<file path="src/stq_pkg.sv">
// ----------------------------------------------------------------------------
// stq_pkg
// Shared constants, types and helpers for the sorted timer queue.
// ----------------------------------------------------------------------------
package stq_pkg;

  localparam int DEPTH     = 16;
  localparam int TIME_BITS = 48;
  localparam int ID_BITS   = 8;
  localparam int IDX_W     = $clog2(DEPTH);
  localparam int CNT_W     = $clog2(DEPTH + 1);

  localparam logic KIND_INSERT = 1'b0;
  localparam logic KIND_EXPIRE = 1'b1;

  typedef struct packed {
    logic [TIME_BITS-1:0] tm;
    logic [ID_BITS-1:0]   id;
  } entry_t;

  typedef enum logic [2:0] {
    ST_IDLE,
    ST_INS_RD,
    ST_INS_CMP,
    ST_EXP_RD,
    ST_EXP_CMP,
    ST_OUT
  } state_t;

  // Logical slot -> physical address in the circular store.
  function automatic logic [IDX_W-1:0] phys_addr(input logic [IDX_W-1:0] head,
                                                 input logic [IDX_W-1:0] slot);
    logic [IDX_W:0] s;
    s = {1'b0, head} + {1'b0, slot};
    if (s >= (IDX_W+1)'(DEPTH)) begin
      s = s - (IDX_W+1)'(DEPTH);
    end
    return s[IDX_W-1:0];
  endfunction

endpackage

</file>
<file path="src/stq_req_if.sv">
// ----------------------------------------------------------------------------
// stq_req_if
// Request channel: insert or expire items.
// ----------------------------------------------------------------------------
interface stq_req_if;
  import stq_pkg::*;
  logic                 valid;
  logic                 ready;
  logic                 kind;
  logic [TIME_BITS-1:0] expiry_time;
  logic [ID_BITS-1:0]   timer_id;
  logic [TIME_BITS-1:0] now_time;

  modport source (output valid, kind, expiry_time, timer_id, now_time, input ready);
  modport sink   (input valid, kind, expiry_time, timer_id, now_time, output ready);
endinterface

</file>
<file path="src/stq_rsp_if.sv">
// ----------------------------------------------------------------------------
// stq_rsp_if
// Response channel: insert status and expired timers.
// ----------------------------------------------------------------------------
interface stq_rsp_if;
  import stq_pkg::*;
  logic                 valid;
  logic                 ready;
  logic                 earliest_changed;
  logic                 queue_full;
  logic                 has_entry;
  logic [ID_BITS-1:0]   expired_id;
  logic [TIME_BITS-1:0] expired_time;
  logic                 last;

  modport source (output valid, earliest_changed, queue_full, has_entry, expired_id,
                  expired_time, last, input ready);
  modport sink   (input valid, earliest_changed, queue_full, has_entry, expired_id,
                  expired_time, last, output ready);
endinterface

</file>
<file path="src/sorted_timer_queue.sv">
// ----------------------------------------------------------------------------
// sorted_timer_queue
// Pending timers kept sorted by (time, id) in a circular store.
// ----------------------------------------------------------------------------
// Usage:
//   req  : one transfer per item. kind=0 inserts (expiry_time, timer_id);
//          kind=1 expires every timer with time <= now_time.
//   rsp  : insert -> one transfer (earliest_changed / queue_full, last=1).
//          expire -> one transfer per expired timer in order, last on the
//          final one; nothing due -> one transfer with has_entry=0, last=1.
// Sequencing:
//   One item is worked at a time; req.ready is high only when idle, which
//   is the cycle after the final result is loaded.
//   Insert walks from the tail toward the head, a read step and then a
//   compare and write-back step per entry that moves; a refused insert
//   goes straight to the output state.
//   Expire pops from the head, a read step and then a compare step per
//   popped timer.
//   The store has one read and one write port with registered read data,
//   which is why each compare step follows a read step.
// Reset: clears state, count, head and rsp.valid; store contents are
//   left undefined and never read before being written.
// Stall: a held rsp transfer freezes the walk at the next emit point; the
//   output register keeps the result until taken.
// ----------------------------------------------------------------------------
module sorted_timer_queue (
  input  logic      clk,
  input  logic      rst,
  stq_req_if.sink   req,
  stq_rsp_if.source rsp
);
  import stq_pkg::*;

  state_t state, state_next;

  entry_t mem [DEPTH];
  entry_t rd_q;
  logic             rd_en;
  logic [IDX_W-1:0] rd_addr;
  logic             wr_en;
  logic [IDX_W-1:0] wr_addr;
  entry_t           wr_data;

  logic [IDX_W-1:0]     head;
  logic [CNT_W-1:0]     count;
  logic [IDX_W-1:0]     slot;       // insert: candidate slot for the new timer
  logic [TIME_BITS-1:0] front_time; // time of the head entry
  entry_t               item;       // latched insert timer
  logic [TIME_BITS-1:0] now_q;
  logic                 chg_q;
  logic                 full_q;
  entry_t               pend;       // popped timer waiting for its last flag
  logic                 pend_valid;

  logic out_free;
  logic rd_gt;
  logic due;
  logic accept;
  logic rsp_load;   // output register takes a new result this cycle

  assign out_free = !rsp.valid || rsp.ready;
  assign accept   = req.valid && req.ready;
  assign req.ready = (state == ST_IDLE);

  assign rd_gt = (rd_q.tm > item.tm) || (rd_q.tm == item.tm && rd_q.id > item.id);
  assign due   = (count != '0) && (rd_q.tm <= now_q);

  assign rsp_load = ((state == ST_EXP_CMP) && due && pend_valid && out_free) ||
                    ((state == ST_OUT) && out_free);

  // Store
  always_ff @(posedge clk) begin
    if (wr_en) begin
      mem[wr_addr] <= wr_data;
    end
    if (rd_en) begin
      rd_q <= mem[rd_addr];
    end
  end

  // Next state
  always_comb begin
    state_next = state;
    case (state)
      ST_IDLE: begin
        if (accept) begin
          if (req.kind == KIND_EXPIRE) begin
            state_next = ST_EXP_RD;
          end else if (count == CNT_W'(DEPTH)) begin
            state_next = ST_OUT;
          end else begin
            state_next = ST_INS_RD;
          end
        end
      end
      ST_INS_RD:  state_next = (slot == '0) ? ST_OUT : ST_INS_CMP;
      ST_INS_CMP: state_next = rd_gt ? ST_INS_RD : ST_OUT;
      ST_EXP_RD:  state_next = ST_EXP_CMP;
      ST_EXP_CMP: begin
        if (!due) begin
          state_next = ST_OUT;
        end else if (!pend_valid || out_free) begin
          state_next = ST_EXP_RD;
        end
      end
      ST_OUT:     state_next = out_free ? ST_IDLE : ST_OUT;
      default:    state_next = ST_IDLE;
    endcase
  end

  // Store control
  always_comb begin
    rd_en   = 1'b0;
    rd_addr = head;
    wr_en   = 1'b0;
    wr_addr = phys_addr(head, slot);
    wr_data = item;
    case (state)
      ST_INS_RD: begin
        if (slot == '0) begin
          wr_en = 1'b1;
        end else begin
          rd_en   = 1'b1;
          rd_addr = phys_addr(head, slot - 1'b1);
        end
      end
      ST_INS_CMP: begin
        wr_en = 1'b1;
        if (rd_gt) begin
          wr_data = rd_q;
        end
      end
      ST_EXP_RD: rd_en = (count != '0);
      default: ;
    endcase
  end

  // Control registers
  always_ff @(posedge clk) begin
    if (rst) begin
      state      <= ST_IDLE;
      head       <= '0;
      count      <= '0;
      pend_valid <= 1'b0;
      rsp.valid  <= 1'b0;
    end else begin
      state <= state_next;
      if (rsp_load) begin
        rsp.valid <= 1'b1;
      end else if (rsp.valid && rsp.ready) begin
        rsp.valid <= 1'b0;
      end
      case (state)
        ST_IDLE: pend_valid <= 1'b0;
        ST_INS_RD: begin
          if (slot == '0) begin
            count <= count + 1'b1;
          end
        end
        ST_INS_CMP: begin
          if (!rd_gt) begin
            count <= count + 1'b1;
          end
        end
        ST_EXP_CMP: begin
          if (due && (!pend_valid || out_free)) begin
            pend_valid <= 1'b1;
            head       <= phys_addr(head, IDX_W'(1));
            count      <= count - 1'b1;
          end
        end
        default: ;
      endcase
    end
  end

  // Datapath registers
  always_ff @(posedge clk) begin
    case (state)
      ST_IDLE: begin
        if (accept) begin
          item.tm <= req.expiry_time;
          item.id <= req.timer_id;
          now_q   <= req.now_time;
          slot    <= count[IDX_W-1:0];
          full_q  <= (req.kind == KIND_INSERT) && (count == CNT_W'(DEPTH));
          chg_q   <= (req.kind == KIND_INSERT) && (count != CNT_W'(DEPTH)) &&
                     ((count == '0) || (req.expiry_time < front_time));
          pend    <= '0;
        end
      end
      ST_INS_RD: begin
        if (slot == '0) begin
          front_time <= item.tm;
        end
      end
      ST_INS_CMP: begin
        if (rd_gt) begin
          slot <= slot - 1'b1;
        end
      end
      ST_EXP_CMP: begin
        if (due && (!pend_valid || out_free)) begin
          pend <= rd_q;
          if (pend_valid) begin
            rsp.earliest_changed <= 1'b0;
            rsp.queue_full       <= 1'b0;
            rsp.has_entry        <= 1'b1;
            rsp.expired_id       <= pend.id;
            rsp.expired_time     <= pend.tm;
            rsp.last             <= 1'b0;
          end
        end else if (!due && count != '0) begin
          front_time <= rd_q.tm;
        end
      end
      ST_OUT: begin
        if (out_free) begin
          rsp.earliest_changed <= chg_q;
          rsp.queue_full       <= full_q;
          rsp.has_entry        <= pend_valid;
          rsp.expired_id       <= pend.id;
          rsp.expired_time     <= pend.tm;
          rsp.last             <= 1'b1;
        end
      end
      default: ;
    endcase
  end

endmodule

</file>
<file path="src/flat_wrapper.sv">
// flat-port wrapper written by rule: the top's interface ports become plain ports
module sorted_timer_queue_flat import stq_pkg::*;
  (clk, rst, req_valid, req_kind, req_expiry_time, req_timer_id, req_now_time, req_ready, rsp_valid, rsp_earliest_changed, rsp_queue_full, rsp_has_entry, rsp_expired_id, rsp_expired_time, rsp_last, rsp_ready);
  stq_req_if req_i ();
  stq_rsp_if rsp_i ();
  input  logic clk;
  input  logic rst;
  input wire logic [$bits(req_i.valid)-1:0] req_valid;
  input wire logic [$bits(req_i.kind)-1:0] req_kind;
  input wire logic [$bits(req_i.expiry_time)-1:0] req_expiry_time;
  input wire logic [$bits(req_i.timer_id)-1:0] req_timer_id;
  input wire logic [$bits(req_i.now_time)-1:0] req_now_time;
  output wire logic [$bits(req_i.ready)-1:0] req_ready;
  output wire logic [$bits(rsp_i.valid)-1:0] rsp_valid;
  output wire logic [$bits(rsp_i.earliest_changed)-1:0] rsp_earliest_changed;
  output wire logic [$bits(rsp_i.queue_full)-1:0] rsp_queue_full;
  output wire logic [$bits(rsp_i.has_entry)-1:0] rsp_has_entry;
  output wire logic [$bits(rsp_i.expired_id)-1:0] rsp_expired_id;
  output wire logic [$bits(rsp_i.expired_time)-1:0] rsp_expired_time;
  output wire logic [$bits(rsp_i.last)-1:0] rsp_last;
  input wire logic [$bits(rsp_i.ready)-1:0] rsp_ready;
  assign req_i.valid = req_valid;
  assign req_i.kind = req_kind;
  assign req_i.expiry_time = req_expiry_time;
  assign req_i.timer_id = req_timer_id;
  assign req_i.now_time = req_now_time;
  assign req_ready = req_i.ready;
  assign rsp_valid = rsp_i.valid;
  assign rsp_earliest_changed = rsp_i.earliest_changed;
  assign rsp_queue_full = rsp_i.queue_full;
  assign rsp_has_entry = rsp_i.has_entry;
  assign rsp_expired_id = rsp_i.expired_id;
  assign rsp_expired_time = rsp_i.expired_time;
  assign rsp_last = rsp_i.last;
  assign rsp_i.ready = rsp_ready;
  sorted_timer_queue u_core (.clk(clk), .rst(rst), .req(req_i), .rsp(rsp_i));
endmodule
</file>
<file path="config.mk">
export PLATFORM = sky130hd
export DESIGN_NAME = sorted_timer_queue_flat
export DESIGN_NICKNAME = d
export VERILOG_FILES = /design/src/stq_pkg.sv /design/src/stq_req_if.sv /design/src/stq_rsp_if.sv /design/src/sorted_timer_queue.sv /design/src/flat_wrapper.sv
export SDC_FILE = /design/constraint.sdc
export NUM_CORES = 2
export LEC_CHECK = 0
export BUFFER_PORTS_ARGS = -buffer_cell sky130_fd_sc_hd__buf_4
export CORE_ASPECT_RATIO = 0.9
export CORE_MARGIN = 1
export CORE_UTILIZATION = 50
export CTS_BUF_LIST = sky130_fd_sc_hd__clkbuf_8
export DETAILED_ROUTE_END_ITERATION = 16
export HOLD_SLACK_MARGIN = 0.03
export PLACE_DENSITY = 0.71
export SYNTH_ARGS = -nofsm -noshare
export SYNTH_HDL_FRONTEND = slang
export SYNTH_SLANG_ARGS = --single-unit
</file>
<file path="constraint.sdc">
create_clock -name clk -period 6.1 [get_ports clk]
set_input_delay 0.915 -clock clk [delete_from_list [all_inputs] [get_ports clk]]
set_output_delay 0.915 -clock clk [all_outputs]
set_load 0.005 [all_outputs]
</file>
==> reports/results.txt <==
outcome = finished clean
synthesized netlist net count = 2995
setup slack of the most critical reg-to-reg path = 0.98 ns
data arrival at the endpoint of the critical path = 5.58 ns
max capacitance violation total = 0
Final min period = 5.12 ns
Startpoint Class = flip-flop
number of DRC markers after the initial detailed-route iteration = 3471
number of antenna violations at the first check in global routing = 2
placer's final routability congestion estimate = 0.902
Port Buffers = 170
IR drop worst, VDD = 290 uV
cell-by-cell listing of the critical path = ha_1 > and3_1 > nand4_1 > nand4bb_1 > nor3_1 > a21boi_0 > a21boi_4 > buf_12 > o21ai_0
number of synthesized register bits = 1240
critical-path cell with the highest stage delay = o21ai_0
prevailing post-synth register cell = edfxtp_1
dominant combinational cell family by area after synthesis = multiplexers
CP Launch Point = u_core.rd_q[54]
# clock sinks = 1240
Worst Setup End Kind = flip-flop
worst-case hold slack = 0.204 ns
Detailed Place HPWL = 72.8 mm
area enclosed by the die boundary = 102000 sq um
starting density of the core = 50.4%
Worst Tran Pin Value = 1.40 ns
FF-to-FF path depth = 9
antenna viol nets, final = 0
headroom to the max-slew limit = 5.74%
horizontal die dimension = 337 um
most frequent standard cell in the layout excluding fill and tap cells = edfxtp_1
Root Buffer Master = clkbuf_8
peak clock frequency supported by timing = 195 MHz
required time reported for the critical path endpoint = 6.56 ns
Remaining Overflow, GRT = 0
final routed DRC violation total = 0
routed wire length = 124 mm
number of hold violations in the final report = 0
Ports = 171
area delta synth->final = 13.8%
number of detailed-routing iterations run before antenna repair = 5
Longest Clk Path Bufs = 3
vias in the first global route = 27604
Power Total = 21000 uW
share of layout cells above drive strength 1 = 23.2%
Yosys Warn Count = 0
average wire per standard cell = 27.3 um
post-synthesis compound-gate area fraction = 4.81%
summed instance area of the synthesized netlist = 50500 sq um
post-DR vias/cell = 6.02
Mean Syn Cell Area = 18.5 sq um
Slew Limit Fails = 0
number of levels the H-tree was split into = 4
largest stage delay on the critical path = 1.11 ns
simple-gate area share of the yosys netlist = 3.74%
most frequent cells in the layout = edfxtp_1 (1226), mux4_2 (224), buf_4 (220)
Setup crit end = u_core.mem[14][48]
Adder-Cell Fraction of Synth Area = 4.14%
share of async-settable or async-resettable flops after synthesis = 0%
number of synthesized flops with an enable pin = 1226
# resized after CTS = 0
# placed instances = 4188
Chip Height = 303 um
clock insertion delay at the later pin of the skew report = 0.89 ns
Layout Cells excl Fill = 4537
GRT Total Usage = 24.7%
Synth cell types = 70
static leakage = 0.0209 uW
clock tree skew after final layout = 0.0570 ns
wire length of the first global-routing pass = 181 mm
num rows = 110
TritonCTS clock tree = yes
start of the worst register-to-register path = u_core.rd_q[54]
portion of the post-synthesis area used by sequential elements = 73.5%
pwr dens = 365 nW/um^2
maximum fanout count along the critical path = 60
largest net degree at the start of global routing = 161
quantity of hold-fixing buffers added after cts = 0
type of the worst setup path = reg2reg
Layout Nets = 3307
endpoint of the most critical register-to-register path = u_core.mem[14][48]
fin crit share = 83.9%
instance count of the mapped netlist = 2721
setup tns final = 0 ns
multiplexer fraction of the synthesized cell area = 11.3%
placeable core region = 100000 sq um
final setup violation count = 0
number of buffers added by the clock tree synthesis step = 186
post-CTS clock slew at the launch and capture registers of the worst setup and hold paths = 0.06 ns
Post-CTS Setup Repair Bufs = 0
xor/xnor share of the synthesized area = 0.260%
setup repair after global routing missed its margin = false
vias post-DR = 27297
type of the tightest min-delay check = in2reg
final cells by class:
cell class                      count  area [sq um]
Antenna cell                        3          7.51
Clock buffer                      188          2590
Clock inverter                    157          1010
Fill cell                        7396         42700
Inverter                          166           628
Multi-Input combinational cell   1204         12400
Sequential cell                  1240         37100
Tap cell                         1344          1680
Timing Repair Buffer              235          1950
metrics by stage:
stage	setup slack, ns	cell area [sq um]	util [%]
floorplan	0.666	50500	-
global placement	1.24	53800	53.8
detailed placement	0.940	53800	53.8
CTS	0.928	57400	57.4
global route	0.989	57400	57.4
finish	0.982	57400	57.4
critical path, delay by kind of cell (launching register included):
family | cells | cell delay, ns
AND/OR/NAND/NOR | 4 | 1.95
buffers and inverters | 1 | 0.34
adder cells (fa/ha/maj) | 1 | 0.32
AO/OA/AOI/OAI | 3 | 1.65
flip-flops | 1 | 0.45
how the worst min path moves through the flow:
stage | startpoint | to | slack, ns | depth (start not counted)
after CTS | req_timer_id[3] | u_core.item[3] | 0.12 | 1
after global routing | req_timer_id[5] | u_core.item[5] | 0.15 | 1
after floorplan | u_core.pend[0] | u_core.rsp.expired_id[0] | 0.40 | 0
final | req_timer_id[3] | u_core.item[3] | 0.20 | 1
after detailed placement | u_core.pend[15] | u_core.rsp.expired_time[7] | 0.41 | 0
after global placement | u_core.pend[8] | u_core.rsp.expired_time[0] | 0.40 | 0
cells by family (layout without fill, tap and decap cells):
group / Yosys count / in the layout
simple gates: 352 / 352
xor+xnor: 15 / 15
other cells: 0 / 3
compound gates: 385 / 385
fa+ha+maj: 165 / 165
buf+inv: 277 / 746
mux: 287 / 287
flops: 1240 / 1240
registers in the layout, summed over array words and instances, names as in the netlist, 3 cells and up:
register	cells
u_core.mem	896
u_core.item	56
u_core.pend	56
u_core.rd_q	56
u_core.front_time	48
u_core.now_q	48
u_core.rsp.expired_time	48
u_core.rsp.expired_id	8
u_core.count	5
u_core.head	4
u_core.slot	4
u_core.state	3
power by group:
group	internal (uW)	switching [uW]	total [uW]
logic	1450	2330	3780
registers	10300	261	10600
clock network	3310	3300	6600
synth_stat cells, types with 28 or more instances:
cell type	n	area, sq um
edfxtp_1	1226	36800
mux4_2	224	5040
inv_1	166	623
ha_1	162	2030
a21oi_1	124	621
nand2_1	99	372
a21o_1	83	623
o21ai_0	74	370
nor2b_1	63	394
mux2i_1	60	601
a211oi_1	59	443
and3_1	56	350
buf_2	52	260
clkbuf_1	49	184
nor2_1	44	165
nand4_1	28	175
metal layers:
metal,wire length [um],track usage [%]
met5,14,0
met4,2760,7.34
met3,13300,6.18
met2,56600,37.2
met1,51300,35.8
(Power assumes the default switching activity.)
